[src/design/rvmd_pkg.sv]
// Shared types and constants for the RV32M multiply/divide unit.
`default_nettype none

package rvmd_pkg;

    // Data path width, also the number of cells in the chain, and destination index width.
    localparam int unsigned XLEN = 32;
    localparam int unsigned REG_W = 5;

    // Operation codes, taken straight from funct3.
    typedef enum logic [2:0] {
        OP_MUL    = 3'd0,
        OP_MULH   = 3'd1,
        OP_MULHSU = 3'd2,
        OP_MULHU  = 3'd3,
        OP_DIV    = 3'd4,
        OP_DIVU   = 3'd5,
        OP_REM    = 3'd6,
        OP_REMU   = 3'd7
    } t_op;

    // One pipeline slot as it travels down the chain of cells.
    // For multiplies acc is the running high word and x the multiplier,
    // which is shifted out to the right while the low product shifts in.
    // For divides acc is the partial remainder and x the dividend, which is
    // shifted out to the left while the quotient bits shift in.
    typedef struct packed {
        logic             valid;
        t_op              op;
        logic [REG_W-1:0] dest;
        logic             neg;
        logic             div0;
        logic [XLEN-1:0]  acc;
        logic [XLEN-1:0]  x;
        logic [XLEN-1:0]  y;
    } t_stage;

endpackage

`default_nettype wire

[src/design/rvmd_cell.sv]
// One cell of the chain: a shift-add multiply step or a restoring divide step.
`default_nettype none

module rvmd_cell (
    input  wire logic             i_clk,
    input  wire logic             i_rst_n,
    input  wire logic             i_en,
    input  wire rvmd_pkg::t_stage i_stage,
    output rvmd_pkg::t_stage      o_stage
);

    logic [rvmd_pkg::XLEN:0]   mul_sum;
    logic [rvmd_pkg::XLEN:0]   div_rem;
    logic [rvmd_pkg::XLEN+1:0] div_diff;
    logic                      div_ge;
    rvmd_pkg::t_stage          r_stage;
    rvmd_pkg::t_stage          n_stage;

    // Multiply step: add the multiplicand if the current multiplier bit is set.
    assign mul_sum = {1'b0, i_stage.acc}
                   + (i_stage.x[0] ? {1'b0, i_stage.y} : '0);

    // Divide step: bring down the next dividend bit and try to subtract.
    assign div_rem  = {i_stage.acc, i_stage.x[rvmd_pkg::XLEN-1]};
    assign div_diff = {1'b0, div_rem} - {2'b00, i_stage.y};
    assign div_ge   = ~div_diff[rvmd_pkg::XLEN+1];

    always_comb begin
        n_stage = i_stage;
        if (i_stage.op[2]) begin
            n_stage.acc = div_ge ? div_diff[rvmd_pkg::XLEN-1:0]
                                 : div_rem[rvmd_pkg::XLEN-1:0];
            n_stage.x   = {i_stage.x[rvmd_pkg::XLEN-2:0], div_ge};
        end else begin
            n_stage.acc = mul_sum[rvmd_pkg::XLEN:1];
            n_stage.x   = {mul_sum[0], i_stage.x[rvmd_pkg::XLEN-1:1]};
        end
    end

    always_ff @(posedge i_clk) begin
        if (!i_rst_n) begin
            r_stage.valid <= 1'b0;
        end else if (i_en) begin
            r_stage <= n_stage;
        end
    end

    assign o_stage = r_stage;

endmodule

`default_nettype wire

[config.mk]
export PLATFORM = sky130hd
export DESIGN_NAME = rvmd_cell
export DESIGN_NICKNAME = d
export VERILOG_FILES = /design/src/design/rvmd_pkg.sv /design/src/design/rvmd_cell.sv
export SDC_FILE = /design/constraint.sdc
export NUM_CORES = 1
export LEC_CHECK = 0
export BUFFER_PORTS_ARGS = -buffer_cell sky130_fd_sc_hd__buf_2
export CAP_MARGIN = 20
export CORE_MARGIN = 5
export CORE_UTILIZATION = 48
export CTS_BUF_LIST = sky130_fd_sc_hd__clkbuf_8 sky130_fd_sc_hd__clkbuf_16
export DETAILED_ROUTE_END_ITERATION = 8
export PLACE_DENSITY = 0.77
export SYNTH_ARGS = -nofsm -noshare
export SYNTH_HDL_FRONTEND = slang
export SYNTH_SLANG_ARGS = --single-unit
[constraint.sdc]
create_clock -name i_clk -period 3.59 [get_ports i_clk]
set_clock_uncertainty 0.1 [all_clocks]
set_input_delay 0.5385 -clock i_clk [delete_from_list [all_inputs] [get_ports i_clk]]
set_output_delay 0.5385 -clock i_clk [all_outputs]
set_load 0.01 [all_outputs]
# Word level (Yosys, flattened, before mapping)
# Index checks and enable logic that the tools add are counted.
[word_totals] regBits=107 input_bits=110 output_inout_bits=107 word_cells=15
[classes] reduce_logical=1 n_mux=3 bitwise=1 n_addsub=2
[op_table] op="2-to-1 mux 32 bit" count=2
[op_table] op="2-to-1 mux 64 bit" count=1
[op_table] op="subtractor 33 x 32 -> 34 bit" count=1
[op_table] op="adder 32 x 32 -> 33 bit" count=1
[op_table] op="AND reduction 2 bit" count=1
[op_table] op="NOT 1 bit" count=1

# Logic depth before layout (Yosys ltp)
# Gate-level depths: netlist (run 1).
[depth] depth_word=3 ltp_mapped=14 depth_no_buf=12

# Worst setup path after synthesis (run 1)
# No wires, ideal clock.
[synth_path] path_kind="input-to-reg" start="in i_en" end="reg r_stage, in the netlist o_stage[0], enable pin" path_buffers=0 path_slack_ns=0.032 t_arrival_ns=2.981 path_stages=1 required_ns=3.013 setup_time_ns=0.477 cell_sequence="and2_1"
[synth_via] elab_chain_len=1
[synth_rtl] element="start, declared" line_no="rvmd_cell.sv:7" text="input wire logic i_en,"
[synth_rtl] element="AND reduction 2 bit (no line)"
[synth_rtl] element="end signal, assigned" line_no="rvmd_cell.sv:44" text="r_stage <= n_stage;"
[synth_rtl] element="end, declared" line_no="rvmd_cell.sv:16" text="rvmd_pkg::t_stage r_stage;"
# No other way between the ends.
# A chain may end at the register's enable or synchronous reset.

==> reports/qor.csv, run 1 <==
stage,metric,value,unit
run_status,outcome,"complete, no violations",
sta,worstMarginPinSlew,0.810,ns
yosys,synth_cell_types,74,
cts,cts_sinks,107,
power_and_ir_drop,power_density,384,nW/um^2
worst_setup_path,rrSetupSlack,2.90,ns
power_and_ir_drop,power.switching,0.00118,W
run,max_cap_violations,0,
yosys,synth_area_leader_cell,edfxtp_1,
global_routing,grtUsageTotal,0.213,
cts,numCtsBuffers,9,
min_path,hold_end,o_stage[102],
yosys,syn-cell-area,7790,um^2
global_routing,grt_max_degree,74,
route,drt_iter0_drc,423,
worst_setup_path,path_class,in2reg,
global_routing,grt_pass1_wl,31700,um
sta,setup_ws,0.505,ns
floorplan,ios,217,
cts,clk_path_buf_depth,2,
final_layout,area_delta_synth_final,21.9,%
floorplan,coreArea,15900,um^2
cts,clock_latency,0.37,ns
final_layout,drive_gt1_frac,0.307,
power_and_ir_drop,p_seq_frac,0.418,
power_and_ir_drop,comb_power_share,0.302,
sta,fmax,0.324,GHz
yosys,synth_top_family_by_area,compound AO/OA/AOI/OAI gates,
route,wl,20400,um
final_layout,final_nets,1178,
yosys,syn_inst,786,
placement,place_hpwl,16200,um
sta,relSlewSlack,0.460,
yosys,synth_fa_ha_area_frac,0.108,
worst_setup_path,crit_cells,13,
worst_setup_path,worst-path-buf-inv,1,
global_routing,grt_overflow,0,
min_path,worstHoldStart,i_stage[102],
yosys,synth.top_cell.area_share,0.409,
floorplan,start_util,0.490,
sta,finalHoldViolCount,0,
floorplan,die_x,137,um
worst_setup_path,cp_top_family,compound AO/OA/AOI/OAI gates,
route,wl_per_cell,16.7,um
yosys,ys_seq_elements,107,
worst_setup_path,cpMostUsedCell,nor3_1,
yosys,yosys-mux-area-fraction,0.0543,
power_and_ir_drop,ir_worst_vdd,0.000238,V
placement,place_ws,0.108,ns
yosys,yosysMostFrequentCell,edfxtp_1,
sta,drv_slew,0,
power_and_ir_drop,p_clk_frac,0.280,
cts,cts_setup_buffers,0,
power_and_ir_drop,internal_power,0.00247,W
yosys,synth_common_cells,"edfxtp_1 (106), a21oi_1 (78), nand2_1 (65), ha_1 (64), nor2_1 (50)",
yosys,synthTopCellsByArea,"edfxtp_1 (41%), ha_1 (10%), a21oi_1 (5.0%)",
final_layout,largest_register_ff_count,107,
cts,cts_tree,built,
min_path,min_path_cells,1,
power_and_ir_drop,swShare,0.323,
route,via_count,6724,
final_layout,antenna_cells,0,
yosys,synth_edf_count,106,
floorplan,dieArea,18900,um^2
floorplan,fp.dieH,137,um
global_routing,antenna_found_initial,0,
worst_setup_path,crit_slowest_cell,fa_1,
sta,post-route-period-util,0.859,
yosys,synthFlopType,edfxtp_1,
cts,cts_hold_buf,0,
yosys,async_flop_share,0,
yosys,synthSimpleGateAreaFrac,0.143,
cts,htreeDepth,3,
route,ant_nets,0,
worst_setup_path,critPathArrivalTime,3.06,ns
route,drtPass1Iterations,5,
min_path,hold_path.class,in2reg,
sta,tns,0,ns
worst_setup_path,crit_required,3.57,ns
cts,cts_resized,0,
cts,root_buffer,clkbuf_16,
worst_setup_path,worst_path_largest_cell_delay,0.41,ns
yosys,synth_nets,962,
yosys,ys_seq_area_frac,0.411,
sta,setup_viol,0,
worst_setup_path,timing.rr.end,o_stage[106],
sta,fin_crit,3.09,ns
yosys,synth_compound_area_frac,0.188,
worst_setup_path,reg2regPathDepth,2,
worst_setup_path,start_kind,primary input,
worst_setup_path,endpoint_kind,register,
global_routing,grt_pass1_vias,6318,
worst_setup_path,critPathMaxFanout,10,
placement,io_buffer_count,216,
floorplan,rows,46,
yosys,syn_avg_cell_area,9.91,um^2
sta,rsz0062_at_grt,false,
final_layout,nFillCells,1396,
cts,path_clk_slew,0.08,ns
placement,gpl.final_weighted_congestion,0.881,
worst_setup_path,path_cells,buf_2 > and2_1 > ha_1 > fa_1 > a21oi_1 > nor3_1 > o31ai_1 > nand3_1 > a31oi_1 > nor3_1 > o211a_1 > o21ai_1 > a22oi_1,
yosys,yosysWarnings,0,
yosys,synth_xor_area_frac,0.0551,
power_and_ir_drop,p_leak,4.22,nW
route,drc,0,
worst_setup_path,rr_startpoint,o_stage[106],
route,vias_per_cell,5.50,
[cell type report]
class	instances	area (um^2)	share of cell area
well taps	216	270	0.0285
flip-flops and latches	107	3200	0.337
inverters	48	180	0.0190
repair buffers	232	1250	0.132
clock buffers	9	225	0.0237
clock inverters	7	81.3	0.00857
multi-input cells	604	4280	0.451
[metrics by stage]
step / power (W) / instance area, um^2 / instances / util / hold WS, ns
global placement: 0.00263 / 9190 / 1207 / 0.578 / 0.400
floorplan: 0.00228 / 7790 / 786 / - / 0.438
CTS: 0.00367 / 9500 / 1223 / 0.598 / 0.233
detailed placement: 0.00264 / 9190 / 1207 / 0.578 / 0.420
global route: 0.00385 / 9500 / 1223 / 0.598 / 0.239
finish: 0.00364 / 9500 / 1223 / 0.598 / 0.248
[kinds of logic after synthesis]
family | Yosys count
muxes | 38
AOI/OAI and AO/OA | 227
adders and majority gates | 66
xor gates and xnor gates | 49
and+or+nand+nor | 224
buffers and inverters | 75
DFF | 107
[layer usage]
layer | vias to the layer above | part of all wire | wire, um | track usage
met1 | 3128 | 0.45 | 9230 | 0.291
met5 | - | 0 | 0 | 0
met2 | 241 | 0.47 | 9580 | 0.352
li1 | 3335 | - | - | -
met3 | 20 | 0.066 | 1360 | 0.0299
met4 | 0 | 0.014 | 276 | 0.0615
[worst register-to-register path: cells and delay by family (launching register included)]
kind / cells / cell delay [ns]
flip-flops: 1 / 0.32
multiplexers: 1 / 0.12
AND/OR/NAND/NOR: 1 / 0.06
[worst max path at each step]
stage                  end  slack [ns]         from
5_1_grt        o_stage[93]        0.20  i_stage[32]
3_5_place_dp   o_stage[95]        0.11  i_stage[32]
4_1_cts        o_stage[95]        0.48  i_stage[32]
3_3_place_gp   o_stage[88]        0.19   i_stage[0]
6_report       o_stage[95]        0.50  i_stage[32]
2_1_floorplan   o_stage[0]        0.03         i_en
[placed cells by master (no fill, tap or decap), types with 6 or more instances in the layout]
| cell | synthesis | layout |
|---|---|---|
| buf_4 | 1 | 13 |
| edfxtp_1 | 106 | 106 |
| a21oi_1 | 78 | 78 |
| nand2_1 | 65 | 65 |
| o21ai_1 | 12 | 11 |
| xor2_1 | 18 | 18 |
| buf_2 | 7 | 215 |
| xnor2_1 | 31 | 31 |
| ha_1 | 64 | 64 |
| o21a_1 | 9 | 9 |
| nand3_1 | 16 | 16 |
| and2_1 | 35 | 34 |
| clkbuf_16 | 0 | 9 |
| nand4_1 | 11 | 11 |
| o21bai_1 | 8 | 8 |
| mux2_2 | 33 | 33 |
| inv_1 | 48 | 48 |
| a21o_1 | 20 | 20 |
| nand2b_1 | 6 | 6 |
| o211ai_1 | 10 | 10 |
| a31oi_1 | 12 | 12 |
| nor3_1 | 10 | 10 |
| o21ai_0 | 38 | 38 |
| nor2_1 | 50 | 50 |
[power by group through the flow]
stage,combinational (W),sequential [W],clock (W)
after floorplan,0.000671,0.00161,0
after global placement,0.00107,0.00155,0
after detailed placement,0.00109,0.00155,0
after CTS,0.00110,0.00153,0.00105
after global routing,0.00122,0.00153,0.00110
final,0.00110,0.00152,0.00102
Note: power is estimated with default switching activity, not from simulation.
==> run 2, diff against run 1 <==
- CTS_BUF_LIST: sky130_fd_sc_hd__clkbuf_8 sky130_fd_sc_hd__clkbuf_16 -> not set
- clock period: 3.59 -> 2.8 ns (I/O delays scaled with it)
==> run 2 against run 1 <==
  * Final cell count rose by 15%
  * Hold slack got worse by 0.12 ns
  * Sequential share of layout area fell by 5.0 points
  * Non-clock buffer count rose by 182
  * Die area did not move
  * Global-route usage rose by 2.8 points
  * Critical endpoint is now o_stage[92]
  * Largest power group unchanged
==> reports/qor.csv, run 2 (synthesis results as in run 1) <==
stage,metric,value,unit,change
run_status,outcome,"complete, no violations",,unchanged
cts,cts_sinks,107,,unchanged
global_routing,grtUsageTotal,0.241,,was 0.213
cts,clock_latency,0.36,ns,was 0.37 ns
floorplan,fp.dieH,137,um,unchanged
worst_setup_path,start_kind,primary input,,unchanged
route,drt_iter0_drc,505,,was 423
power_and_ir_drop,finalPower,0.00514,W,was 0.00364 W
global_routing,grt_max_degree,107,,was 74
final_layout,final_common_cell,buf_2,,unchanged
placement,place_hpwl,18500,um,"was 16,200 um"
global_routing,grt_overflow,0,,unchanged
worst_setup_path,crit_cells,15,,was 13
cts,clk_path_buf_depth,2,,unchanged
route,vias_per_cell,5.38,,was 5.50
route,ant_nets,0,,unchanged
sta,rsz0062_at_grt,true,,was false
final_layout,layout_common_cells,"buf_2 (213), buf_4 (193), edfxtp_1 (106)",,"was buf_2 (215), edfxtp_1 (106), a21oi_1 (78)"
placement,io_buffer_count,216,,unchanged
sta,tns,0,ns,unchanged
power_and_ir_drop,ir_worst_vdd,0.000333,V,was 0.000238 V
worst_setup_path,critPathArrivalTime,2.78,ns,was 3.06 ns
worst_setup_path,reg2regPathDepth,2,,unchanged
worst_setup_path,critPathMaxFanout,5,,was 10
final_layout,area_delta_synth_final,43.3,%,was 21.9%
cts,root_buffer,clkbuf_16,,unchanged
global_routing,antenna_found_initial,0,,unchanged
worst_setup_path,timing.rr.end,o_stage[106],,unchanged
sta,hold_slack,0.128,ns,was 0.248 ns
worst_setup_path,worst_path_largest_cell_delay,0.37,ns,was 0.41 ns
final_layout,drive_gt1_frac,0.438,,was 0.307
route,drc,0,,unchanged
sta,relSlewSlack,0.608,,was 0.460
run,max_cap_violations,0,,unchanged
worst_setup_path,cp_top_family,compound AO/OA/AOI/OAI gates,,unchanged
sta,finalHoldViolCount,0,,unchanged
worst_setup_path,crit_required,2.82,ns,was 3.57 ns
route,via_count,7557,,"was 6,724"
worst_setup_path,path_class,in2reg,,unchanged
sta,post-route-period-util,0.984,,
route,wl,23800,um,"was 20,400 um"
final_layout,final_area,11200,um^2,was 9500 um^2
route,drtPass1Iterations,5,,unchanged
power_and_ir_drop,power_density,460,nW/um^2,was 384 nW/um^2
worst_setup_path,crit_slowest_cell,ha_1,,was fa_1
cts,cts_tree,built,,unchanged
floorplan,rows,46,,unchanged
worst_setup_path,rr_startpoint,o_stage[106],,unchanged
final_layout,antenna_cells,0,,unchanged
worst_setup_path,cpMostUsedCell,buf_4,,was nor3_1
min_path,hold_path.class,in2reg,,unchanged
final_layout,nFillCells,1227,,"was 1,396"
worst_setup_path,endpoint_kind,register,,unchanged
sta,worstMarginPinSlew,0.587,ns,was 0.810 ns
worst_setup_path,path_cells,buf_2 > inv_1 > ha_1 > a21oi_2 > o211ai_1 > a31oi_1 > buf_4 > a21oi_1 > buf_4 > o2111ai_1 > a21oi_1 > o41ai_1 > buf_4 > a32o_1 > nor3_2,,was buf_2 > and2_1 > ha_1 > fa_1 > a21oi_1 > nor3_1 > o31ai_1 > nand3_1 > a31oi_1 > nor3_1 > o211a_1 > o21ai_1 > a22oi_1
placement,gpl.final_weighted_congestion,0.918,,was 0.881
global_routing,grt_pass1_wl,36100,um,"was 31,700 um"
worst_setup_path,worst-path-buf-inv,5,,was 1
worst_setup_path,startpoint,i_stage[8],,was i_stage[32]
sta,fmax,0.363,GHz,
sta,drv_slew,0,,unchanged
power_and_ir_drop,p_leak,5.14,nW,was 4.22 nW
cts,htreeDepth,3,,unchanged
route,wl_per_cell,17.0,um,was 16.7 um
floorplan,die_x,137,um,unchanged
floorplan,start_util,0.490,,unchanged
sta,fin_crit,2.76,ns,
sta,setup_viol,0,,unchanged
cts,numCtsBuffers,9,,unchanged
final_layout,final_nets,1360,,"was 1,178"
cts,path_clk_slew,0.08,ns,about the same
floorplan,coreArea,15900,um^2,unchanged
worst_setup_path,rrSetupSlack,2.08,ns,was 2.90 ns
worst_setup_path,cp-endpoint,o_stage[92],,was o_stage[95]
placement,placed_cell_area,10600,um^2,was 9190 um^2
final_layout,largest_register_ff_count,107,,unchanged
floorplan,dieArea,18900,um^2,unchanged
global_routing,grt_pass1_vias,7516,,"was 6,318"
floorplan,ios,217,,unchanged
==> run 2: worst min-delay path by stage <==
stage | to | slack [ns] | cells after the start | startpoint
6_report | o_stage[96] | 0.13 | 1 | i_stage[96]
5_1_grt | o_stage[97] | 0.12 | 1 | i_stage[97]
4_1_cts | o_stage[104] | 0.12 | 1 | i_stage[104]
3_5_place_dp | o_stage[106] | 0.43 | 2 | o_stage[106]
3_3_place_gp | o_stage[106] | 0.40 | 2 | o_stage[106]
2_1_floorplan | o_stage[0] | 0.42 | 0 | i_stage[0]
==> run 2: per-layer routing <==
| layer | part of all wire | global-route usage |
|---|---|---|
| met5 | 0 | 0 |
| met4 | 0.021 | 0.0737 |
| met3 | 0.067 | 0.0380 |
| met2 | 0.49 | 0.420 |
| met1 | 0.42 | 0.306 |
==> run 2: final cells by class <==
| type | instances | area, um^2 | area share |
|---|---|---|---|
| timing repair buffer | 414 | 2650 | 0.238 |
| sequential | 107 | 3200 | 0.287 |
| inverter | 48 | 180 | 0.0161 |
| tap | 216 | 270 | 0.0242 |
| clock inverter | 7 | 93.8 | 0.00841 |
| clock buffer | 9 | 225 | 0.0202 |
| multi-input combinational | 604 | 4540 | 0.407 |
==> run 2: power breakdown <==
part	internal (W)	total, W	switching [W]
sequential	0.00192	0.00196	0.0000361
combinational	0.000869	0.00179	0.000924
clock	0.000722	0.00139	0.000664
==> run 2: metrics by stage <==
step                      utilization  setup slack, ns  cells
after floorplan                     -          -0.0393    786
after global placement          0.666           -0.390   1384
after detailed placement        0.666           -0.439   1384
after CTS                       0.691           0.0144   1402
after global routing            0.703          -0.0789   1405
final                           0.703           0.0447   1405
==> run 2: timing repair <==
item / 4_1_cts / 5_1_grt
pin swaps: 12 / 25
hold buffers: 0 / 0
setup buffers: 2 / 3
endpoints found under the setup margin: 5 / 22
endpoints found under the hold margin: 0 / 0
gates resized for setup: 11 / 34
