==> src/design/rvmd_pkg.sv <==
// Shared types and constants for the RV32M multiply/divide unit.
`default_nettype none

package rvmd_pkg;

    // Data path width, also the number of cells in the chain, and destination index width.
    localparam int unsigned XLEN = 32;
    localparam int unsigned REG_W = 5;

    // Operation codes, taken straight from funct3.
    typedef enum logic [2:0] {
        OP_MUL    = 3'd0,
        OP_MULH   = 3'd1,
        OP_MULHSU = 3'd2,
        OP_MULHU  = 3'd3,
        OP_DIV    = 3'd4,
        OP_DIVU   = 3'd5,
        OP_REM    = 3'd6,
        OP_REMU   = 3'd7
    } t_op;

    // One pipeline slot as it travels down the chain of cells.
    // For multiplies acc is the running high word and x the multiplier,
    // which is shifted out to the right while the low product shifts in.
    // For divides acc is the partial remainder and x the dividend, which is
    // shifted out to the left while the quotient bits shift in.
    typedef struct packed {
        logic             valid;
        t_op              op;
        logic [REG_W-1:0] dest;
        logic             neg;
        logic             div0;
        logic [XLEN-1:0]  acc;
        logic [XLEN-1:0]  x;
        logic [XLEN-1:0]  y;
    } t_stage;

endpackage

`default_nettype wire

==> src/design/rvmd_prep.sv <==
// Input stage: takes operand magnitudes and sign flags into the first slot.
`default_nettype none

module rvmd_prep (
    input  wire logic                             i_clk,
    input  wire logic                             i_rst_n,
    input  wire logic                             i_en,
    input  wire logic                             i_valid,
    input  wire rvmd_pkg::t_op                    i_op,
    input  wire logic [rvmd_pkg::XLEN-1:0]        i_a,
    input  wire logic [rvmd_pkg::XLEN-1:0]        i_b,
    input  wire logic [rvmd_pkg::REG_W-1:0]       i_dest,
    output rvmd_pkg::t_stage                      o_stage
);

    logic             a_signed;
    logic             b_signed;
    logic             a_neg;
    logic             b_neg;
    logic             res_neg;
    rvmd_pkg::t_stage r_stage;
    rvmd_pkg::t_stage n_stage;

    // Decide which operands are read as signed for this operation.
    always_comb begin
        unique case (i_op)
            rvmd_pkg::OP_MULH, rvmd_pkg::OP_DIV, rvmd_pkg::OP_REM: begin
                a_signed = 1'b1;
                b_signed = 1'b1;
            end
            rvmd_pkg::OP_MULHSU: begin
                a_signed = 1'b1;
                b_signed = 1'b0;
            end
            default: begin
                a_signed = 1'b0;
                b_signed = 1'b0;
            end
        endcase
    end

    assign a_neg = a_signed & i_a[rvmd_pkg::XLEN-1];
    assign b_neg = b_signed & i_b[rvmd_pkg::XLEN-1];

    // A signed remainder follows the dividend; everything else follows both.
    assign res_neg = (i_op == rvmd_pkg::OP_REM) ? a_neg : (a_neg ^ b_neg);

    // Build the first slot of the chain.
    always_comb begin
        n_stage       = r_stage;
        n_stage.valid = i_valid;
        n_stage.op    = i_op;
        n_stage.dest  = i_dest;
        n_stage.neg   = res_neg;
        n_stage.div0  = (i_b == '0);
        n_stage.acc   = '0;
        n_stage.x     = a_neg ? (~i_a + 1'b1) : i_a;
        n_stage.y     = b_neg ? (~i_b + 1'b1) : i_b;
    end

    always_ff @(posedge i_clk) begin
        if (!i_rst_n) begin
            r_stage.valid <= 1'b0;
        end else if (i_en) begin
            r_stage <= n_stage;
        end
    end

    assign o_stage = r_stage;

endmodule

`default_nettype wire

==> config.mk <==
export PLATFORM = sky130hd
export DESIGN_NAME = rvmd_prep
export DESIGN_NICKNAME = d
export VERILOG_FILES = /design/src/design/rvmd_pkg.sv /design/src/design/rvmd_prep.sv
export SDC_FILE = /design/constraint.sdc
export NUM_CORES = 1
export LEC_CHECK = 0
export BUFFER_PORTS_ARGS = -buffer_cell sky130_fd_sc_hd__buf_2
export CAP_MARGIN = 20
export CELL_PAD_IN_SITES_DETAIL_PLACEMENT = 0
export CELL_PAD_IN_SITES_GLOBAL_PLACEMENT = 1
export CORE_ASPECT_RATIO = 1.4
export CORE_MARGIN = 2
export CORE_UTILIZATION = 37
export CTS_BUF_LIST = sky130_fd_sc_hd__clkbuf_8
export CTS_CLUSTER_DIAMETER = 200
export DETAILED_ROUTE_END_ITERATION = 8
export MAX_ROUTING_LAYER = met4
export PLACE_DENSITY_LB_ADDON = 0.1
export SETUP_SLACK_MARGIN = 0.2
export SYNTH_ARGS = -nofsm -noshare
export SYNTH_HDL_FRONTEND = slang
export SYNTH_SLANG_ARGS = --single-unit
==> constraint.sdc <==
create_clock -name i_clk -period 3.4 [get_ports i_clk]
set_input_delay 0.34 -clock i_clk [delete_from_list [all_inputs] [get_ports i_clk]]
set_output_delay 0.34 -clock i_clk [all_outputs]
set_load 0.05 [all_outputs]
* Word level (Yosys, flattened, before mapping)
Index checks and enable logic that the tools add are counted. W data, S select, Z words.
Cells by class: $add $sub $neg 2, equality and inequality tests 4, multiplexer cells 5, bitwise logic cells 5, reductions and logical operators 4
Operators by type and width (number):
- $add A32 B1 Y32 const B | 2
- $mux W32 | 2
- $not A32 Y32 | 2
- $logic_not A32 Y1 | 1
- $eq A3 B3 Y1 const B | 2
- $reduce_or A4 Y1 | 1
- $eq A3 B1 Y1 const B | 1
- $eq A3 B2 Y1 const B | 1
- $mux W1 | 3
- $reduce_or A3 Y1 | 1
- $and A1 B1 Y1 | 2
- $reduce_and A2 Y1 | 1
- $xor A1 B1 Y1 | 1
Storage, ports and cells: register bits 75, bits of input ports 76, output and inout bits 107, word-level logic and storage cells 27

* Depth between registers and ports, before layout
Gate-level depths: netlist of run 1.
word-level depth 6, depth in mapped cells 7, mapped depth without buffers 6

* Least setup slack after synthesis of run 1
OpenSTA, ideal clock, no wires.
path type input to register, from in i_en, to reg r_stage, in the netlist o_stage[0], enable pin, library setup time 0.440 ns, data arrival time 2.069 ns, required time 2.960 ns, setup slack 0.891 ns, cell stages on the path 1, path buffers 0, cell sequence and2_1
Between the ends: longest elaborated chain between the ends 1
Ends and longest elaborated chain:
- start, declared | RTL line rvmd_prep.sv:7 | input wire logic i_en,
- $reduce_and A2 Y1 (no source line)
- end signal, assigned | RTL line rvmd_prep.sv:65 | r_stage <= n_stage;
- end, declared | RTL line rvmd_prep.sv:21 | rvmd_pkg::t_stage r_stage;
No other way between the ends. A chain may end at the register's enable or synchronous reset.

==> results_dict.tcl, run 1 <==
set metrics [dict create \
    outcome "finished, final reports clean" \
    syn_to_final_growth_pct 24.4 \
    gp_routability_congestion 0.810 \
    preCtsSetupSlack_ns 0.904 \
    critPathArrivalTime_ns 2.28 \
    r2r-end "o_stage[106]$_SDFFE_PN0P_" \
    synth_compound_area_share_pct 10.2 \
    reg2reg_depth 2 \
    cts.clk_slew.worst_paths_ns 0.08 \
    fin_util_pct 47.2 \
    cts_buffer_depth 2 \
    grt.overflow.total 0 \
    drt_pass1_iterations 6 \
    holdBufCountCts 0 \
    gr-usage-met1_pct 17.1 \
    relSlewSlack_pct 34.2 \
    port_buffers 150 \
    grt_pass1_wl_um 14600 \
    worstPathCellList "buf_2, or4_1, nor4_4, a41oi_1, xor2_1" \
    grt_usage_pct 16.5 \
    synth-simple-area-share_pct 13.6 \
    crit_path_top_delay_cell "or4_1" \
    antenna_found_initial 0 \
    clock_skew_ns 0 \
    dieArea_um2 11900 \
    synth_top_family_by_area "simple AND/OR/NAND/NOR gates" \
    worst_path_largest_cell_delay_ns 0.67 \
    rows 45 \
    dp_hpwl_um 7180 \
    synth.yosys.warnings 0 \
    r2r-start "o_stage[106]$_SDFFE_PN0P_" \
    start_util_pct 37.9 \
    max-cap-violations 0 \
    reg2reg_slack_ns 2.80 \
    ant_nets 0 \
    drt-wirelength-per-cell_um 15.2 \
    largest_register_ffs 75 \
    dp_cells 621 \
    muxShareOfSynthArea_pct 0.244 \
    grt.busiest_layer "met2" \
    cts_num_sinks 75 \
    drtIter0Drc 152 \
    synthFlopType "edfxtp_1" \
    synth_edf_count 74 \
    vias_per_cell 4.90 \
    cts_tree "yes" \
    synth_fa_ha_area_share_pct 0.611 \
    stdcell_count 637 \
    ioPinCount 183 \
    slew_viol_final 0 \
    yosysSeqAreaShare_pct 54.7 \
    synthDistinctLibCells 48 \
    tightest_slew_ns 0.987 \
    drcViolationCount 0 \
    async_reset_ff_share_pct 0 \
    min_path_cells 1 \
    die_w_um 92.9 \
    die_h_um 129 \
    grt_max_degree 75 \
    synth.top_cell.area_share_pct 54.2 \
    post-cts-setup-buffer-count 0 \
    synth_largest_area_cell "edfxtp_1" \
    setup_slack_ns 1.20 \
    power.density_nw_per_um2 515 \
    htreeDepth 3 \
    syn_area_um2 4100 \
    diodes 0 \
    layout_min_cycle_time_ns 2.20 \
    min_to "o_stage[98]$_DFFE_PP_" \
    wirelength_um 9680 \
    nNetsFinal 569 \
    max_freq_ghz 0.455 \
    core_area_um2 10800 \
    drive_above_1_share_pct 36.1 \
    ir_worst_vdd_mv 0.248 \
    min_period_over_period_pct 64.6 \
    fin_tns_setup_ns 0 \
    clockRootBuffer "clkbuf_8" \
    critPathKind "in2reg" \
    clock_latency_ns 0.35 \
    crit_fanout 14 \
    vias 3120 \
    grt_pass1_vias 3070 \
    synth_cells 343 \
    hold_viol 0 \
    fillers 1078 \
    use_met2_pct 29.2 \
    ys_seq_elements 75 \
    cellLeakagePower_uw 0.00209 \
    worst_hold_path_type "in2reg" \
    hp-start "i_dest[0]" \
    use_met3_pct 3.28 \
    end_kind "flip-flop" \
    cts_buffers 9 \
    crit_path_start_kind "primary input" \
    cts_resized 0 \
    synth_area_per_cell_um2 11.9 \
    synth.area.top_cells "edfxtp_1, xor2_1, buf_4" \
    setup_viol_count_final 0 \
    synth-xor-area-share_pct 12.4 \
    required_ns 3.49 \
    rsz0062_at_grt "no" \
]
## worst max-delay path, delay by kind of cell
family                 cells  cell delay [ns]
AO/OA/AOI/OAI              1             0.28
XOR/XNOR                   1             0.22
buffers and inverters      1             0.11
AND/OR/NAND/NOR            2             1.32
## synthesized netlist by cell type, types with 4 or more instances
cell type / n
a31oi_1: 18
xnor2_1: 17
buf_4: 32
or4_1: 8
clkbuf_1: 7
edfxtp_1: 74
inv_1: 9
o21ai_0: 7
nor3_1: 12
nor4_1: 9
nor2_1: 23
xor2_1: 41
nand2_1: 6
a41oi_1: 6
a21oi_1: 16
or3_1: 4
o31ai_1: 6
## cell families after synthesis
group	count (synthesis)
AOI/OAI and AO/OA	64
xor gates and xnor gates	58
adders and majority gates	2
buffers and inverters	53
DFF	75
muxes	1
other	1
and+or+nand+nor	89
## layout make-up
class                      count  area (µm²)  share of cell area, %
clock buffer                  10         138                   2.70
clock inverter                 6         113                   2.21
inverter                       9        33.8                  0.663
multi-input combinational    246        1640                   32.3
sequential                    75        2240                   44.0
tap                          141         176                   3.46
timing repair buffer         150         751                   14.7
## how the worst max path moves through the flow
stage                                        to    start  depth (start not counted)
after detailed placement  o_stage[56]$_DFFE_PP_  i_a[10]                          5
after global placement    o_stage[59]$_DFFE_PP_  i_a[10]                          5
after CTS                 o_stage[56]$_DFFE_PP_  i_a[10]                          5
after global routing      o_stage[55]$_DFFE_PP_  i_a[10]                          5
final                     o_stage[56]$_DFFE_PP_  i_a[10]                          5
after floorplan            o_stage[0]$_DFFE_PP_     i_en                          1
## placed cells by master, fill, tap and decap left out, types with 2 or more instances in the layout
master	n
xnor2_1	17
nor2b_1	2
buf_2	150
nor3_1	12
or3b_2	3
xor2_1	41
ha_1	2
inv_1	9
bufinv_16	3
conb_1	32
nand2_1	6
o21ai_0	7
a31oi_1	18
clkbuf_8	10
nor4_4	3
nand3_1	3
nor2_1	23
a41oi_1	6
o41ai_1	3
edfxtp_1	74
nor4_1	9
and3_1	3
or4_1	8
nor4_2	3
o31ai_1	6
clkinvlp_4	3
or3_1	4
a21oi_1	16
## report_power, final
group / total (µW) / internal, µW / leakage (µW) / switching [µW]
combinational: 638 / 143 / 0.00128 / 495
sequential: 1130 / 1110 / 0.000699 / 16.3
clock: 862 / 507 / 0.000115 / 355
total: 2630 / 1760 / 0.00209 / 866
## per-layer routing
| layer | wire [µm] | vias up | share of wire (%) |
|---|---|---|---|
| li1 | - | 1520 | - |
| met1 | 3790 | 1474 | 39 |
| met2 | 5120 | 112 | 53 |
| met3 | 593 | 14 | 6.1 |
| met4 | 185 | 0 | 1.9 |
| met5 | 0 | - | 0 |
## stage by stage
stage	total power, µW	hold WS, ns	area, µm²
6_report	2630	0.154	5100
5_1_grt	2730	0.132	5100
4_1_cts	2650	0.129	5100
3_5_place_dp	1790	0.512	4850
3_3_place_gp	1780	0.499	4850
2_1_floorplan	1650	0.439	4210
Power figures use the tool's default switching activity.
==> inputs of run 2 (changes only) <==
- clock period: 3.4 -> 2.2 ns (I/O delays scaled with it)
==> results_dict.tcl, run 2 (synthesis gave the netlist of run 1 again) <==
set metrics [dict create \
    rows 45 \
    min_path_cells 1 \
    grt_pass1_vias 3006 \
    core_area_um2 10800 \
    dieArea_um2 11900 \
    htreeDepth 3 \
    ioPinCount 183 \
    tightest_slew_ns 0.748 \
    preCtsSetupSlack_ns 0.0261 \
    r2r-start "o_stage[106]$_SDFFE_PN0P_" \
    grt_max_degree 49 \
    worst_hold_path_type "in2reg" \
    drive_above_1_share_pct 37.7 \
    drt-wirelength-per-cell_um 14.8 \
    cts.clk_slew.worst_paths_ns 0.08 \
    wirelength_um 9680 \
    reg2reg_slack_ns 1.60 \
    grt.overflow.total 0 \
    required_ns 2.30 \
    vias_per_cell 4.89 \
    crit_path_start "i_b[6]" \
    crit_fanout 9 \
    largest_register_ffs 75 \
    grt_pass1_wl_um 14800 \
    drt_pass1_iterations 4 \
    post-cts-setup-buffer-count 0 \
    setup_viol_count_final 0 \
    cts_buffers 9 \
    cts_resized 0 \
    gp_routability_congestion 0.780 \
    diodes 0 \
    min_period_over_period_pct 80.9 \
    end_kind "flip-flop" \
    hp-start "i_dest[1]" \
    fin_tns_setup_ns 0 \
    hold_slack_ns 0.0354 \
    critPathArrivalTime_ns 1.88 \
    drcViolationCount 0 \
    max_freq_ghz 0.562 \
    die_w_um 92.9 \
    grt_usage_pct 16.5 \
    port_buffers 150 \
    antenna_found_initial 0 \
    relSlewSlack_pct 50.2 \
    fillers 1076 \
    max-cap-violations 0 \
    cts_tree "yes" \
    drtIter0Drc 116 \
    fin_util_pct 48.3 \
    cts_buffer_depth 2 \
    crit_path_start_kind "primary input" \
    die_h_um 129 \
    layout_min_cycle_time_ns 1.78 \
    cellLeakagePower_uw 0.00218 \
    clockRootBuffer "clkbuf_8" \
    holdBufCountCts 0 \
    cts_num_sinks 75 \
    rsz0062_at_grt "no" \
    reg2reg_depth 2 \
    syn_to_final_growth_pct 27.5 \
    start_util_pct 37.9 \
    clock_latency_ns 0.35 \
    slew_viol_final 0 \
    ir_worst_vdd_mv 0.438 \
    r2r-end "o_stage[106]$_SDFFE_PN0P_" \
    ant_nets 0 \
    final_common_cell "buf_2" \
    critPathKind "in2reg" \
    power.density_nw_per_um2 766 \
    dp_hpwl_um 7340 \
    vias 3194 \
    hold_viol 0 \
    setup_slack_ns 0.420 \
    nNetsFinal 585 \
    outcome "finished, final reports clean" \
    final_cell_mix "buf_2, edfxtp_1, xor2_1" \
    min_to "o_stage[99]$_DFFE_PP_" \
    clock_skew_ns 0 \
]
run 2: cell type report:
type / instances / area [µm²] / area share (%)
flip-flops and latches: 75 / 2240 / 42.9
multi-input cells: 246 / 1640 / 31.5
repair buffers: 166 / 896 / 17.1
well taps: 141 / 176 / 3.38
clock buffers: 9 / 124 / 2.37
clock inverters: 7 / 108 / 2.06
inverters: 9 / 33.8 / 0.647
run 2: report_power, final:
part,leakage [µW],internal (µW),switching (µW)
registers,0.000699,1710,24.3
logic,0.00136,234,765
clock network,0.000122,742,523
total,0.00218,2690,1310
run 2: worst max path at each step:
stage                                       end  slack [ns]
after global routing      o_stage[22]$_DFFE_PP_        0.33
after global placement    o_stage[23]$_DFFE_PP_        0.06
after floorplan           o_stage[28]$_DFFE_PP_        0.29
after CTS                 o_stage[20]$_DFFE_PP_        0.41
after detailed placement  o_stage[19]$_DFFE_PP_        0.03
final                     o_stage[28]$_DFFE_PP_        0.42
run 2: per-stage QoR:
stage | power (µW) | instance area [µm²] | std cells
6_report | 4000 | 5220 | 653
5_1_grt | 4160 | 5220 | 653
4_1_cts | 4040 | 5220 | 653
3_5_place_dp | 2780 | 4990 | 637
3_3_place_gp | 2770 | 4990 | 637
2_1_floorplan | 2540 | 4220 | 374
run 2: metal layers:
metal	vias to the layer above	track usage (%)	share of wire, %
met5	-	-	0
met4	0	7.09	1.9
met3	12	3.22	5.2
met2	96	30.2	55
met1	1535	17.1	38
li1	1551	-	-
run 2: worst max-delay path: stages:
cell     delay, ns
buf_2         0.12
or4_1         0.55
buf_4         0.20
nor4_2        0.45
a31oi_1       0.16
xor2_1        0.17
==> inputs of run 3 (changes only) <==
- CORE_UTILIZATION: 37 -> 33
- clock period: 2.2 -> 1.5 ns (I/O delays scaled with it)
==> results_dict.tcl, run 3 (synthesis gave the netlist of run 1 again) <==
set metrics [dict create \
    outcome "finished, final reports clean" \
    core_area_um2 12300 \
    rsz0062_at_grt "yes" \
    ioPinCount 183 \
    fin_util_pct 53.9 \
    dp_hpwl_um 8340 \
    tightest_slew_ns 0.588 \
    cts_buffer_depth 2 \
    hold_viol 0 \
    drt_pass1_iterations 5 \
    die_h_um 136 \
    gp_routability_congestion 0.746 \
    slew_viol_final 0 \
    required_ns 1.60 \
    die_w_um 98.2 \
    crit_fanout 14 \
    crit_path_top_delay_cell "or4_4" \
    crit_path_start_kind "primary input" \
    p_total_uw 6020 \
    max_freq_ghz 0.681 \
    cts.clk_slew.worst_paths_ns 0.08 \
    clock_skew_ns 0 \
    hp-start "i_rst_n" \
    drcViolationCount 0 \
    cts_num_sinks 75 \
    grt_pass1_wl_um 17400 \
    antenna_found_initial 0 \
    critPathKind "in2reg" \
    worst_hold_path_type "in2reg" \
    grt_pass1_vias 3611 \
    diodes 0 \
    cts_tree "yes" \
    syn_to_final_growth_pct 61.1 \
    fin_tns_setup_ns 0 \
    largest_register_ffs 75 \
    min_period_over_period_pct 97.9 \
    final_cell_mix "buf_2, edfxtp_1, buf_4" \
    worst_path_largest_cell_delay_ns 0.55 \
    clock_latency_ns 0.35 \
    ant_nets 0 \
    ir_worst_vdd_mv 0.410 \
    setup_viol_count_final 0 \
    end_kind "flip-flop" \
    rows 48 \
    r2r-start "o_stage[106]$_SDFFE_PN0P_" \
    cellLeakagePower_uw 0.00270 \
    grt_usage_pct 17.0 \
    cts_buffers 9 \
    drive_above_1_share_pct 56.8 \
    htreeDepth 3 \
    power.density_nw_per_um2 912 \
    crit_path_start "i_a[10]" \
    dieArea_um2 13300 \
    grt_max_degree 35 \
    wirelength_um 11200 \
    max-cap-violations 0 \
    start_util_pct 33.4 \
    preCtsSetupSlack_ns -0.349 \
    critPathArrivalTime_ns 1.57 \
    setup_slack_ns 0.0317 \
    drtIter0Drc 72 \
    path_delay_family "simple AND/OR/NAND/NOR gates" \
    worstPathCellList "buf_6, or4_4, nor4_4, buf_12, a41oi_2, xor2_1" \
    relSlewSlack_pct 60.6 \
    nNetsFinal 663 \
    vias 3568 \
    port_buffers 150 \
    clockRootBuffer "clkbuf_8" \
    layout_min_cycle_time_ns 1.47 \
    vias_per_cell 4.82 \
    final_common_cell "buf_2" \
    grt.overflow.total 0 \
    path_buf_inv 2 \
    drt-wirelength-per-cell_um 15.1 \
]
## run 3: stage by stage
step / instance area [µm²] / hold slack (ns) / std cells
2_1_floorplan: 4530 / 0.249 / 374
3_3_place_gp: 5770 / 0.327 / 707
3_5_place_dp: 5770 / 0.328 / 707
4_1_cts: 6260 / 0.0157 / 734
5_1_grt: 6600 / 0.0237 / 740
6_report: 6600 / 0.0375 / 740
## run 3: worst paths after layout
| path | slack [ns] | endpoint | depth (start not counted) |
|---|---|---|---|
| max | 0.03 | o_stage[55]$_DFFE_PP_ | 6 |
| min | 0.04 | o_stage[106]$_SDFFE_PN0P_ | 2 |
| max reg2reg | 0.91 | o_stage[106]$_SDFFE_PN0P_ | 2 |
| min reg2reg | 0.53 | o_stage[106]$_SDFFE_PN0P_ | 2 |
## run 3: routing by layer
metal	global-route usage [%]	vias to the layer above	share of wire, %
met5	-	-	0
met4	5.48	0	1.6
met3	4.01	14	5.8
met2	31.5	120	56
met1	17.7	1720	37
li1	-	1714	-
## run 3: report_power, final
group / switching (µW) / internal [µW] / leakage [µW]
clock network: 775 / 920 / 0.000114
logic: 1230 / 544 / 0.00189
registers: 40.2 / 2510 / 0.000699
## run 3: final cells by class
class | count | area [µm²]
timing repair buffer | 244 | 1710
clock buffer | 9 | 124
inverter | 9 | 48.8
clock inverter | 7 | 83.8
sequential | 75 | 2240
fill | 1120 | 5650
multi-input combinational | 246 | 2210
tap | 150 | 188
## run 3: repair_timing
item,4_1_cts,5_1_grt
endpoints found under the hold margin,5,1
gates resized for setup,37,52
setup endpoints to repair,40,46
hold buffers,5,1
pin swaps,15,16
buffers inserted,6,5
