`src/design/rvmd_pkg.sv`:
```
// Shared types and constants for the RV32M multiply/divide unit.
`default_nettype none

package rvmd_pkg;

    // Data path width, also the number of cells in the chain, and destination index width.
    localparam int unsigned XLEN = 32;
    localparam int unsigned REG_W = 5;

    // Operation codes, taken straight from funct3.
    typedef enum logic [2:0] {
        OP_MUL    = 3'd0,
        OP_MULH   = 3'd1,
        OP_MULHSU = 3'd2,
        OP_MULHU  = 3'd3,
        OP_DIV    = 3'd4,
        OP_DIVU   = 3'd5,
        OP_REM    = 3'd6,
        OP_REMU   = 3'd7
    } t_op;

    // One pipeline slot as it travels down the chain of cells.
    // For multiplies acc is the running high word and x the multiplier,
    // which is shifted out to the right while the low product shifts in.
    // For divides acc is the partial remainder and x the dividend, which is
    // shifted out to the left while the quotient bits shift in.
    typedef struct packed {
        logic             valid;
        t_op              op;
        logic [REG_W-1:0] dest;
        logic             neg;
        logic             div0;
        logic [XLEN-1:0]  acc;
        logic [XLEN-1:0]  x;
        logic [XLEN-1:0]  y;
    } t_stage;

endpackage

`default_nettype wire

```
`src/design/rvmd_out.sv`:
```
// Output stage: result selection, sign fix-up and a two-entry skid buffer.
`default_nettype none

module rvmd_out (
    input  wire logic                         i_clk,
    input  wire logic                         i_rst_n,
    input  wire rvmd_pkg::t_stage             i_stage,
    input  wire logic                         i_en,
    output logic                              o_en,
    output logic                              o_valid,
    input  wire logic                         i_ready,
    output logic [rvmd_pkg::XLEN-1:0]         o_value,
    output logic [rvmd_pkg::REG_W-1:0]        o_reg
);

    logic [rvmd_pkg::XLEN-1:0]  hi_neg;
    logic [rvmd_pkg::XLEN-1:0]  res;
    logic                       in_valid;
    logic                       take;
    logic                       r_out_valid;
    logic [rvmd_pkg::XLEN-1:0]  r_out_value;
    logic [rvmd_pkg::REG_W-1:0] r_out_reg;
    logic                       r_skid_valid;
    logic [rvmd_pkg::XLEN-1:0]  r_skid_value;
    logic [rvmd_pkg::REG_W-1:0] r_skid_reg;

    // High word of the negated 64-bit product: invert, carry in when low is zero.
    assign hi_neg = ~i_stage.acc + {{(rvmd_pkg::XLEN-1){1'b0}}, (i_stage.x == '0)};

    // Pick the word the operation asks for and apply its sign.
    always_comb begin
        unique case (i_stage.op)
            rvmd_pkg::OP_MUL: begin
                res = i_stage.x;
            end
            rvmd_pkg::OP_MULH, rvmd_pkg::OP_MULHSU, rvmd_pkg::OP_MULHU: begin
                res = i_stage.neg ? hi_neg : i_stage.acc;
            end
            rvmd_pkg::OP_DIV, rvmd_pkg::OP_DIVU: begin
                if (i_stage.div0) begin
                    res = '1;
                end else begin
                    res = i_stage.neg ? (~i_stage.x + 1'b1) : i_stage.x;
                end
            end
            default: begin
                res = i_stage.neg ? (~i_stage.acc + 1'b1) : i_stage.acc;
            end
        endcase
    end

    // The chain moves only while the skid entry is free.
    assign o_en     = ~r_skid_valid;
    assign in_valid = i_en & i_stage.valid;
    assign take     = r_out_valid & i_ready;

    always_ff @(posedge i_clk) begin
        if (!i_rst_n) begin
            r_out_valid  <= 1'b0;
            r_skid_valid <= 1'b0;
        end else if (!r_out_valid || take) begin
            if (r_skid_valid) begin
                r_out_valid  <= 1'b1;
                r_out_value  <= r_skid_value;
                r_out_reg    <= r_skid_reg;
                r_skid_valid <= 1'b0;
            end else begin
                r_out_valid <= in_valid;
                r_out_value <= res;
                r_out_reg   <= i_stage.dest;
            end
        end else if (in_valid) begin
            r_skid_valid <= 1'b1;
            r_skid_value <= res;
            r_skid_reg   <= i_stage.dest;
        end
    end

    assign o_valid = r_out_valid;
    assign o_value = r_out_value;
    assign o_reg   = r_out_reg;

endmodule

`default_nettype wire

```
`config.mk`:
```
export PLATFORM = sky130hd
export DESIGN_NAME = rvmd_out
export DESIGN_NICKNAME = d
export VERILOG_FILES = /design/src/design/rvmd_pkg.sv /design/src/design/rvmd_out.sv
export SDC_FILE = /design/constraint.sdc
export NUM_CORES = 1
export LEC_CHECK = 0
export BUFFER_PORTS_ARGS = -buffer_cell sky130_fd_sc_hd__buf_4
export CAP_MARGIN = 20
export CORE_ASPECT_RATIO = 1.5
export CORE_MARGIN = 2
export CORE_UTILIZATION = 60
export CTS_BUF_LIST = sky130_fd_sc_hd__clkbuf_16
export DETAILED_ROUTE_END_ITERATION = 12
export GPL_TIMING_DRIVEN = 0
export PLACE_DENSITY = 0.87
export SKIP_LAST_GASP = 1
export SLEW_MARGIN = 20
export SYNTH_ARGS = -nofsm -noshare
export SYNTH_HDL_FRONTEND = slang
export SYNTH_SLANG_ARGS = --single-unit
```
`constraint.sdc`:
```
create_clock -name i_clk -period 5.9 [get_ports i_clk]
set_input_delay 0.295 -clock i_clk [delete_from_list [all_inputs] [get_ports i_clk]]
set_output_delay 0.295 -clock i_clk [all_outputs]
set_load 0.02 [all_outputs]
```
; ---- Word level (Yosys, flattened, before mapping)
; Cells that the tools add are included.
[totals]
word_cells = 38
output_inout_bits = 39
in_bits = 111
regBits = 76
[op_classes]
mux = 8
bitwise_logic = 7
reduce_logical = 9
eq_ne = 5
add_sub_neg = 3
[ops]
columns = op, count
row1 = $mux W32, 5
row2 = $pmux W32 S3, 1
row3 = $add A32 B1 Y32 const B, 2
row4 = $not A32 Y32, 2
row5 = $add A32 B1 Y32, 1
row6 = $logic_not A32 Y1, 1
row7 = $eq A3 B2 Y1 const B, 2
row8 = $eq A3 B3 Y1 const B, 2
row9 = $mux W5, 1
row10 = $reduce_or A2 Y1, 2
row11 = $eq A3 B1 Y1 const B, 1
row12 = $logic_not A3 Y1, 1
row13 = $not A1 Y1, 3
row14 = $reduce_and A3 Y1, 1
row15 = $reduce_or A3 Y1, 1
row16 = $and A1 B1 Y1, 2
row17 = $reduce_and A2 Y1, 1
row18 = $logic_not A1 Y1, 1
row19 = $logic_or A1 B1 Y1, 1
row20 = $mux W1, 1

; ---- Logic depth before layout (Yosys ltp)
; Gate-level depths: netlist of run 1.
[depth]
ltp_word = 6
depth_mapped = 14

; ---- Worst setup path before layout of run 1
; OpenSTA, ideal clock, no wires.
[synth_timing]
path_type = input port to flip-flop
from = input i_stage[49] (netlist bit)
to = register r_out_value (netlist bit o_value[27]), data pin
stages = 12
path_buffers = 1
t_required_ps = 5633
setup_slack_ps = 2179
arrival_ps = 3454
path_cell_list = nor4_1 -> nand2_1 -> nor4_1 -> and3_1 -> ha_1 -> or3b_1 -> clkbuf_8 -> or2_2 -> nor4_2 -> mux2_1 -> a221oi_1 -> o31ai_1
[synth_between]
elab_chain_len = 6
word_cells_on_any_way = 9
classes_between = add/sub (2) / mux (5) / bitwise (1) / reduce/logical (1)
[synth_lines]
columns = element, line_no
row1 = from (decl), rvmd_out.sv:7  ; input wire rvmd_pkg::t_stage i_stage,
row2 = branches (longest 4 deep; another with $add A32 B1 Y32), --
row3 = $pmux W32 S3 *, rvmd_out.sv:32  ; unique case (i_stage.op)
row4 = $mux W32 *, rvmd_out.sv:62  ; if (r_skid_valid) begin
row5 = to (signal assigned), rvmd_out.sv:64  ; r_out_value <= r_skid_value;
row6 = to (signal assigned), rvmd_out.sv:69  ; r_out_value <= res;
row7 = to (decl), rvmd_out.sv:21  ; logic [rvmd_pkg::XLEN-1:0] r_out_value;
; Every way passes the cells marked *.
; A chain may end at the register's enable or synchronous reset.

; ---- Worst setup path after layout of run 1
[layout_timing]
from = input i_stage[49] (netlist bit)
to = register r_out_value (netlist bit o_value[14]), data pin
[layout_between]
elab_chain_len = 5
[layout_lines]
columns = element, line_no
row1 = $logic_not A32 Y1, rvmd_out.sv:28  ; assign hi_neg = ~i_stage.acc + {{(rvmd_pkg::XLEN-1){1'b0}}, (i_stage.x == '0)};
row2 = $add A32 B1 Y32, rvmd_out.sv:28
row3 = $mux W32, rvmd_out.sv:37  ; res = i_stage.neg ? hi_neg : i_stage.acc;
row4 = $pmux W32 S3, rvmd_out.sv:32
row5 = $mux W32, rvmd_out.sv:62
; No other way between the ends.

==> impl_table.tex, run 1 <==
\begin{tabular}{lr}
\hline
Metric & Value \\
\hline
\multicolumn{2}{l}{\textbf{STA}} \\
\quad Max-slew violation count & 0 \\
\quad Final period util & 0.820 \\
\quad Final number of setup-violating endpoints & 0 \\
\quad Minimum period implied by the final worst setup slack & 4.84 ns \\
\quad Slew of the pin with the lowest slew margin & 0.980 ns \\
\quad Worst Clk Skew & 0.00779 ns \\
\quad Setup total negative slack & 0 ns \\
\quad Final worst setup slack & 1.06 ns \\
\quad RSZ-0062 raised after global routing & no \\
\quad Headroom to the max-slew limit & 0.338 \\
\quad Achievable frequency & 0.207 GHz \\
\quad Hold Fails Final Rpt & 0 \\
\multicolumn{2}{l}{\textbf{Floorplan}} \\
\quad Boundary pin count & 150 \\
\quad Die height & 132 um \\
\quad Number of placement rows & 46 \\
\quad Die Span X & 89.2 um \\
\quad Die Area & 0.0117 mm\^{}2 \\
\quad Initial core utilization & 0.616 \\
\quad Std-Cell Core Area & 0.0106 mm\^{}2 \\
\multicolumn{2}{l}{\textbf{Drt}} \\
\quad First-pass iteration count of the detailed router & 5 \\
\quad Detailed-route vias per instance & 7.20 \\
\quad Drt first-iter violations & 1204 \\
\quad Vias & 7131 \\
\quad Final Routed Wirelength & 25200 um \\
\quad Mean routed wirelength per cell & 25.4 um \\
\quad DR DRC count & 0 \\
\quad Remaining number of nets flagged by the antenna check after routing & 0 \\
\multicolumn{2}{l}{\textbf{Place}} \\
\quad Final Wtd Congestion & 1.08 \\
\quad Number of port buffers & 103 \\
\quad Setup slack after placement & 0.920 ns \\
\quad Post-detailed-placement half-perimeter wirelength & 18200 um \\
\multicolumn{2}{l}{\textbf{Min path}} \\
\quad Hold path endpoint & r\_skid\_reg[3] \\
\quad Hold wc startpoint & i\_stage[101] \\
\quad Instance count along the most critical hold path & 1 \\
\quad Hold/Removal Path Class & in2reg \\
\multicolumn{2}{l}{\textbf{Logic synthesis}} \\
\quad Gate count of the mapped netlist & 727 \\
\quad Yosys reg bits & 76 \\
\quad Post-synthesis async set-or-reset flop share & 0 \\
\quad Yosys Warn Count & 0 \\
\quad Netlist area before placement & 0.00653 mm\^{}2 \\
\quad Most frequently used flop master after synthesis & edfxtp\_1 \\
\quad Post-synthesis area per instance & 8.98 um\^{}2 \\
\quad Post-synth EDFFs & 74 \\
\quad Library cells used by synthesis & 85 \\
\quad Sequential share of the synthesized area & 0.347 \\
\quad Total nets after synthesis & 842 \\
\multicolumn{2}{l}{\textbf{Clocking}} \\
\quad Maximum count of clock buffers along a single path & 2 \\
\quad CTS clock-pin slew for the worst setup and hold paths & 0.05 ns \\
\quad Num CTS Buffers & 9 \\
\quad Number of buffers inserted to repair setup after CTS & 0 \\
\quad Hold Buf Count CTS & 0 \\
\quad Clock tree sinks & 76 \\
\quad Post-cts repair resize count & 0 \\
\quad Clk Latency, worst-skew pair & 0.33 ns \\
\quad Clk root buf & clkbuf\_16 \\
\quad CTS H-Tree Depth & 3 \\
\quad TritonCTS clock tree & done \\
\multicolumn{2}{l}{\textbf{GRT}} \\
\quad Global routing usage on met2 & 0.674 \\
\quad Met3 Resource Use GR & 0.0720 \\
\quad Global-route wire length before repair & 38000 um \\
\quad Global-route track usage on met1 & 0.507 \\
\quad Global routing usage summed across all routing layers & 0.423 \\
\quad Largest net degree at the start of global routing & 30 \\
\quad Antenna violations before repair & 0 \\
\quad Via count of the first global-routing pass & 6964 \\
\quad Global-route congestion overflow total & 0 \\
\quad Busiest grt layer & met2 \\
\multicolumn{2}{l}{\textbf{Critical path}} \\
\quad CP Data Required Time & 5.94 ns \\
\quad Critical path type & in2reg \\
\quad Maximum net fanout on the critical path & 7 \\
\quad Cell count of the worst reg-to-reg path & 4 \\
\quad Internal reg-to-reg setup slack & 3.57 ns \\
\quad Arrival time of data at the critical path endpoint & 4.87 ns \\
\quad Setup crit end kind & register \\
\quad Capture instance of the worst register-to-register path & o\_value[29] \\
\quad Startpoint type of the worst setup path & input port \\
\quad Reg2Reg Launch Point & r\_skid\_valid \\
\multicolumn{2}{l}{\textbf{Power and ir drop}} \\
\quad Power share of the sequential group & 0.411 \\
\quad Int Pwr & 0.00108 W \\
\quad Power density over the cells & 200 mW/mm\^{}2 \\
\quad Peak ir drop on the vdd network & 0.170 mV \\
\quad Total leakage power & 2.76 nW \\
\quad Share of total power in the clock network & 0.294 \\
\quad Share of power burned in combinational logic & 0.295 \\
\quad Power consumption & 0.00156 W \\
\quad Switching power share of the total & 0.306 \\
\quad Net switching power of the design & 0.000476 W \\
\multicolumn{2}{l}{\textbf{Final layout}} \\
\quad Commonest cells after routing, fill and taps aside & buf\_4, edfxtp\_1, nor2\_1 \\
\quad Final Net Count & 958 \\
\quad Most common cell after layout, fill and taps aside & buf\_4 \\
\quad Antenna Diode Count & 0 \\
\quad Relative area change from synthesis to final layout & 19.3\% \\
\quad Share of final-layout standard cells stronger than drive strength 1 & 0.223 \\
\multicolumn{2}{l}{\textbf{Run}} \\
\quad Maxcap violations & 0 \\
\multicolumn{2}{l}{\textbf{Status}} \\
\quad Outcome & finished clean \\
\hline
\end{tabular}
[cell type report]
class | instances | area (um^2)
Multi-Input combinational cell | 579 | 3900
Inverter | 10 | 37.5
Timing Repair Buffer | 105 | 821
Fill cell | 784 | 2800
Tap cell | 144 | 180
Clock inverter | 6 | 22.5
Clock buffer | 9 | 225
Sequential cell | 76 | 2260
Buffer | 62 | 337
[metrics by stage]
step                 util  cells  hold WS (ns)  cell area, um^2
floorplan               -    727         0.394             6530
global placement    0.706    974         0.483             7480
detailed placement  0.712    976         0.483             7540
CTS                 0.735    991         0.148             7780
global route        0.735    991         0.157             7790
finish              0.735    991         0.156             7790
[layer usage]
metal	wire [um]	part of all wire
met1	8350	0.33
met2	11800	0.47
met3	3010	0.12
met4	2030	0.080
met5	0	0
[how the worst max path moves through the flow]
stage / startpoint / cells after the start / slack [ns] / endpoint
floorplan: i_stage[49] / 12 / 2.18 / o_value[27]
global placement: i_stage[49] / 13 / 0.89 / o_value[14]
detailed placement: i_stage[49] / 13 / 0.92 / o_value[14]
CTS: i_stage[49] / 13 / 1.27 / o_value[14]
global route: i_stage[49] / 13 / 0.90 / o_value[14]
finish: i_stage[49] / 13 / 1.06 / o_value[14]
[kinds of logic (layout without fill, tap and decap cells)]
| family | count (synthesis) | in the layout | share of synthesized area |
|---|---|---|---|
| xor+xnor | 47 | 47 | 0.0631 |
| mux | 31 | 31 | 0.0520 |
| simple gates | 286 | 286 | 0.232 |
| buf+inv | 72 | 192 | 0.0573 |
| flops | 76 | 76 | 0.347 |
| compound gates | 211 | 211 | 0.241 |
| fa+ha+maj | 4 | 4 | 0.00767 |
[synth_stat cells, types with 14 or more instances]
cell type | number | area (um^2)
edfxtp_1 | 74 | 2220
nand2_1 | 65 | 244
xnor2_1 | 32 | 280
a21oi_1 | 39 | 195
o31ai_1 | 30 | 225
nor4_1 | 20 | 125
or4_1 | 14 | 105
o41ai_1 | 17 | 149
nor3_1 | 21 | 105
nor2_1 | 73 | 274
mux2_2 | 22 | 248
clkbuf_1 | 39 | 146
o21ai_0 | 30 | 150
xor2_1 | 15 | 131
[worst max-delay path, stage by stage]
cell	delay (ns)
buf_4	0.13
nor4_1	0.74
nand2_1	0.39
nor4_1	0.49
and3_1	0.33
ha_1	0.25
ha_1	0.25
or3b_2	0.54
o41ai_4	0.62
xnor2_1	0.15
a221o_1	0.31
a21oi_1	0.24
o31ai_1	0.14
[power groups by stage]
stage / Clock [W] / Sequential (W) / Combinational, W
after floorplan: 0 / 0.000681 / 0.000225
after global placement: 0 / 0.000650 / 0.000422
after detailed placement: 0 / 0.000651 / 0.000433
after CTS: 0.000454 / 0.000641 / 0.000441
after global routing: 0.000473 / 0.000643 / 0.000482
final: 0.000458 / 0.000640 / 0.000460
Note: power is estimated with default switching activity, not from simulation.
==> run 2, diff against run 1 <==
- CORE_UTILIZATION: 60 -> 50
- PLACE_DENSITY: 0.87 -> 0.77
- clock period: 5.9 -> 3.94 ns (I/O delays scaled with it)
==> impl_table.tex, run 2 (synthesized netlist as in run 1, its figures left out) <==
\begin{tabular}{lr}
\hline
Metric & Value \\
\hline
\multicolumn{2}{l}{\textbf{Clocking}} \\
\quad Clk Latency, worst-skew pair & 0.34 ns \\
\quad Clk root buf & clkbuf\_16 \\
\quad CTS H-Tree Depth & 3 \\
\quad TritonCTS clock tree & done \\
\quad Maximum count of clock buffers along a single path & 2 \\
\quad CTS clock-pin slew for the worst setup and hold paths & 0.06 ns \\
\quad Num CTS Buffers & 9 \\
\quad Clock tree sinks & 76 \\
\multicolumn{2}{l}{\textbf{Drt}} \\
\quad Remaining number of nets flagged by the antenna check after routing & 0 \\
\quad Final Routed Wirelength & 26800 um \\
\quad Drt first-iter violations & 797 \\
\quad Vias & 7087 \\
\quad Mean routed wirelength per cell & 26.5 um \\
\quad Detailed-route vias per instance & 7.02 \\
\quad DR DRC count & 0 \\
\quad First-pass iteration count of the detailed router & 6 \\
\multicolumn{2}{l}{\textbf{GRT}} \\
\quad Global routing usage summed across all routing layers & 0.371 \\
\quad Global-route wire length before repair & 39600 um \\
\quad Largest net degree at the start of global routing & 29 \\
\quad Antenna violations before repair & 0 \\
\quad Global-route congestion overflow total & 0 \\
\quad Via count of the first global-routing pass & 6892 \\
\multicolumn{2}{l}{\textbf{Run}} \\
\quad Maxcap violations & 0 \\
\multicolumn{2}{l}{\textbf{Critical path}} \\
\quad CP Data Required Time & 4.00 ns \\
\quad Arrival time of data at the critical path endpoint & 3.92 ns \\
\quad Setup crit end kind & register \\
\quad Startpoint type of the worst setup path & input port \\
\quad Critical path type & in2reg \\
\quad Maximum net fanout on the critical path & 9 \\
\quad Launching instance or port of the critical path & i\_stage[37] \\
\quad Reg2Reg Launch Point & r\_skid\_valid \\
\quad Cell count of the worst reg-to-reg path & 4 \\
\quad Internal reg-to-reg setup slack & 1.58 ns \\
\quad Highest-delay cell along the critical path & or4\_4 \\
\quad Top cell family by delay on the critical path & simple AND/OR/NAND/NOR gates \\
\quad Capture instance of the worst register-to-register path & o\_value[27] \\
\quad CP max stage delay & 0.61 ns \\
\quad Most used cell along the critical path & nor4\_4 \\
\quad Sum of buffers and inverters on the critical path & 2 \\
\quad Critical-path cell list & buf\_4 > or4\_4 > nor4\_4 > and3\_4 > ha\_1 > or3b\_1 > clkbuf\_8 > or2\_2 > nor4\_4 > mux2\_1 > a221oi\_4 > o31ai\_1 \\
\multicolumn{2}{l}{\textbf{STA}} \\
\quad Hold Fails Final Rpt & 0 \\
\quad Worst Clk Skew & 0.00480 ns \\
\quad Slew of the pin with the lowest slew margin & 1.08 ns \\
\quad Minimum hold slack & 0.0461 ns \\
\quad Headroom to the max-slew limit & 0.274 \\
\quad Max-slew violation count & 0 \\
\quad Setup total negative slack & 0 ns \\
\quad Minimum period implied by the final worst setup slack & 3.86 ns \\
\quad RSZ-0062 raised after global routing & no \\
\quad Achievable frequency & 0.259 GHz \\
\quad Final period util & 0.980 \\
\quad Final number of setup-violating endpoints & 0 \\
\multicolumn{2}{l}{\textbf{Power and ir drop}} \\
\quad Power density over the cells & 319 mW/mm\^{}2 \\
\quad Total leakage power & 2.84 nW \\
\quad Peak ir drop on the vdd network & 0.261 mV \\
\multicolumn{2}{l}{\textbf{Final layout}} \\
\quad Relative area change from synthesis to final layout & 22.6\% \\
\quad Share of final-layout standard cells stronger than drive strength 1 & 0.244 \\
\quad Most common cell after layout, fill and taps aside & buf\_4 \\
\quad Antenna Diode Count & 0 \\
\quad Final Net Count & 961 \\
\quad Commonest cells after routing, fill and taps aside & buf\_4, edfxtp\_1, nor2\_1 \\
\multicolumn{2}{l}{\textbf{Min path}} \\
\quad Hold path endpoint & r\_skid\_reg[2] \\
\quad Hold wc startpoint & i\_stage[100] \\
\quad Instance count along the most critical hold path & 1 \\
\quad Hold/Removal Path Class & in2reg \\
\multicolumn{2}{l}{\textbf{Floorplan}} \\
\quad Boundary pin count & 150 \\
\quad Number of placement rows & 51 \\
\quad Initial core utilization & 0.506 \\
\quad Die height & 144 um \\
\quad Die Span X & 97.3 um \\
\quad Die Area & 0.0140 mm\^{}2 \\
\quad Std-Cell Core Area & 0.0129 mm\^{}2 \\
\multicolumn{2}{l}{\textbf{Place}} \\
\quad Final Wtd Congestion & 0.994 \\
\quad Post-detailed-placement half-perimeter wirelength & 20200 um \\
\quad Number of port buffers & 103 \\
\multicolumn{2}{l}{\textbf{Status}} \\
\quad Outcome & finished clean \\
\hline
\end{tabular}
-- run 2: changes by cell type in the layout (fill, tap and decap cells not counted), moves of 2 or more --
cell	before	now
buf_4	106	110
bufinv_16	0	2
inv_1	14	8
inv_6	0	2
nor4_1	20	17
nor4_4	0	4
-- run 2: layer usage --
layer / part of all wire / track usage
met1: 0.35 / 0.421
met2: 0.49 / 0.643
met3: 0.092 / 0.0584
met4: 0.073 / 0.252
met5: 0 / 0
-- run 2: final cells by class --
cell class	count	area [um^2]
tap	159	199
sequential	76	2260
fill	1113	4890
multi-input combinational	579	4000
clock buffer	9	225
clock inverter	7	98.8
timing repair buffer	109	843
inverter	10	37.5
buffer	61	333
-- run 2: how the worst max path moves through the flow --
| stage | endpoint | depth (start not counted) |
|---|---|---|
| finish | o_value[27] | 12 |
| global route | o_value[14] | 15 |
| CTS | o_value[27] | 14 |
| detailed placement | o_value[27] | 13 |
| global placement | o_value[14] | 13 |
| floorplan | o_value[27] | 12 |
-- run 2: per-stage QoR --
step           instances  utilization  total power [W]  worst slack [ns]  instance area (um^2)
6_report            1010        0.621          0.00255            0.0798                  8000
5_1_grt             1010        0.621          0.00262            0.0436                  8000
4_1_cts             1006        0.616          0.00253            0.0599                  7930
3_5_place_dp         991        0.586          0.00164             -1.24                  7550
3_3_place_gp         989        0.582          0.00162             -1.18                  7500
2_1_floorplan        727            -          0.00136             0.317                  6530
-- run 2: worst register-to-register path, cell delays in order (launching register included) --
cell and delay [ns]:
dfxtp_1 0.44, clkbuf_1 0.59, dlygate4sd3_1 0.88, nand2_1 0.12
o31ai_1 0.11
-- run 2: repair_timing --
action                                  4_1_cts  5_1_grt
endpoints found under the setup margin       48        8
setup buffers                                 0        4
endpoints found under the hold margin         0        0
hold buffers                                  0        0
gates resized for setup                      10        4
pin swaps                                     1        3
-- run 2: power by group --
group          switching [W]  internal [W]  total (W)
clock network       0.000336      0.000559   0.000895
logic               0.000433      0.000269   0.000702
registers          0.0000117      0.000946   0.000958
total               0.000781       0.00177    0.00255
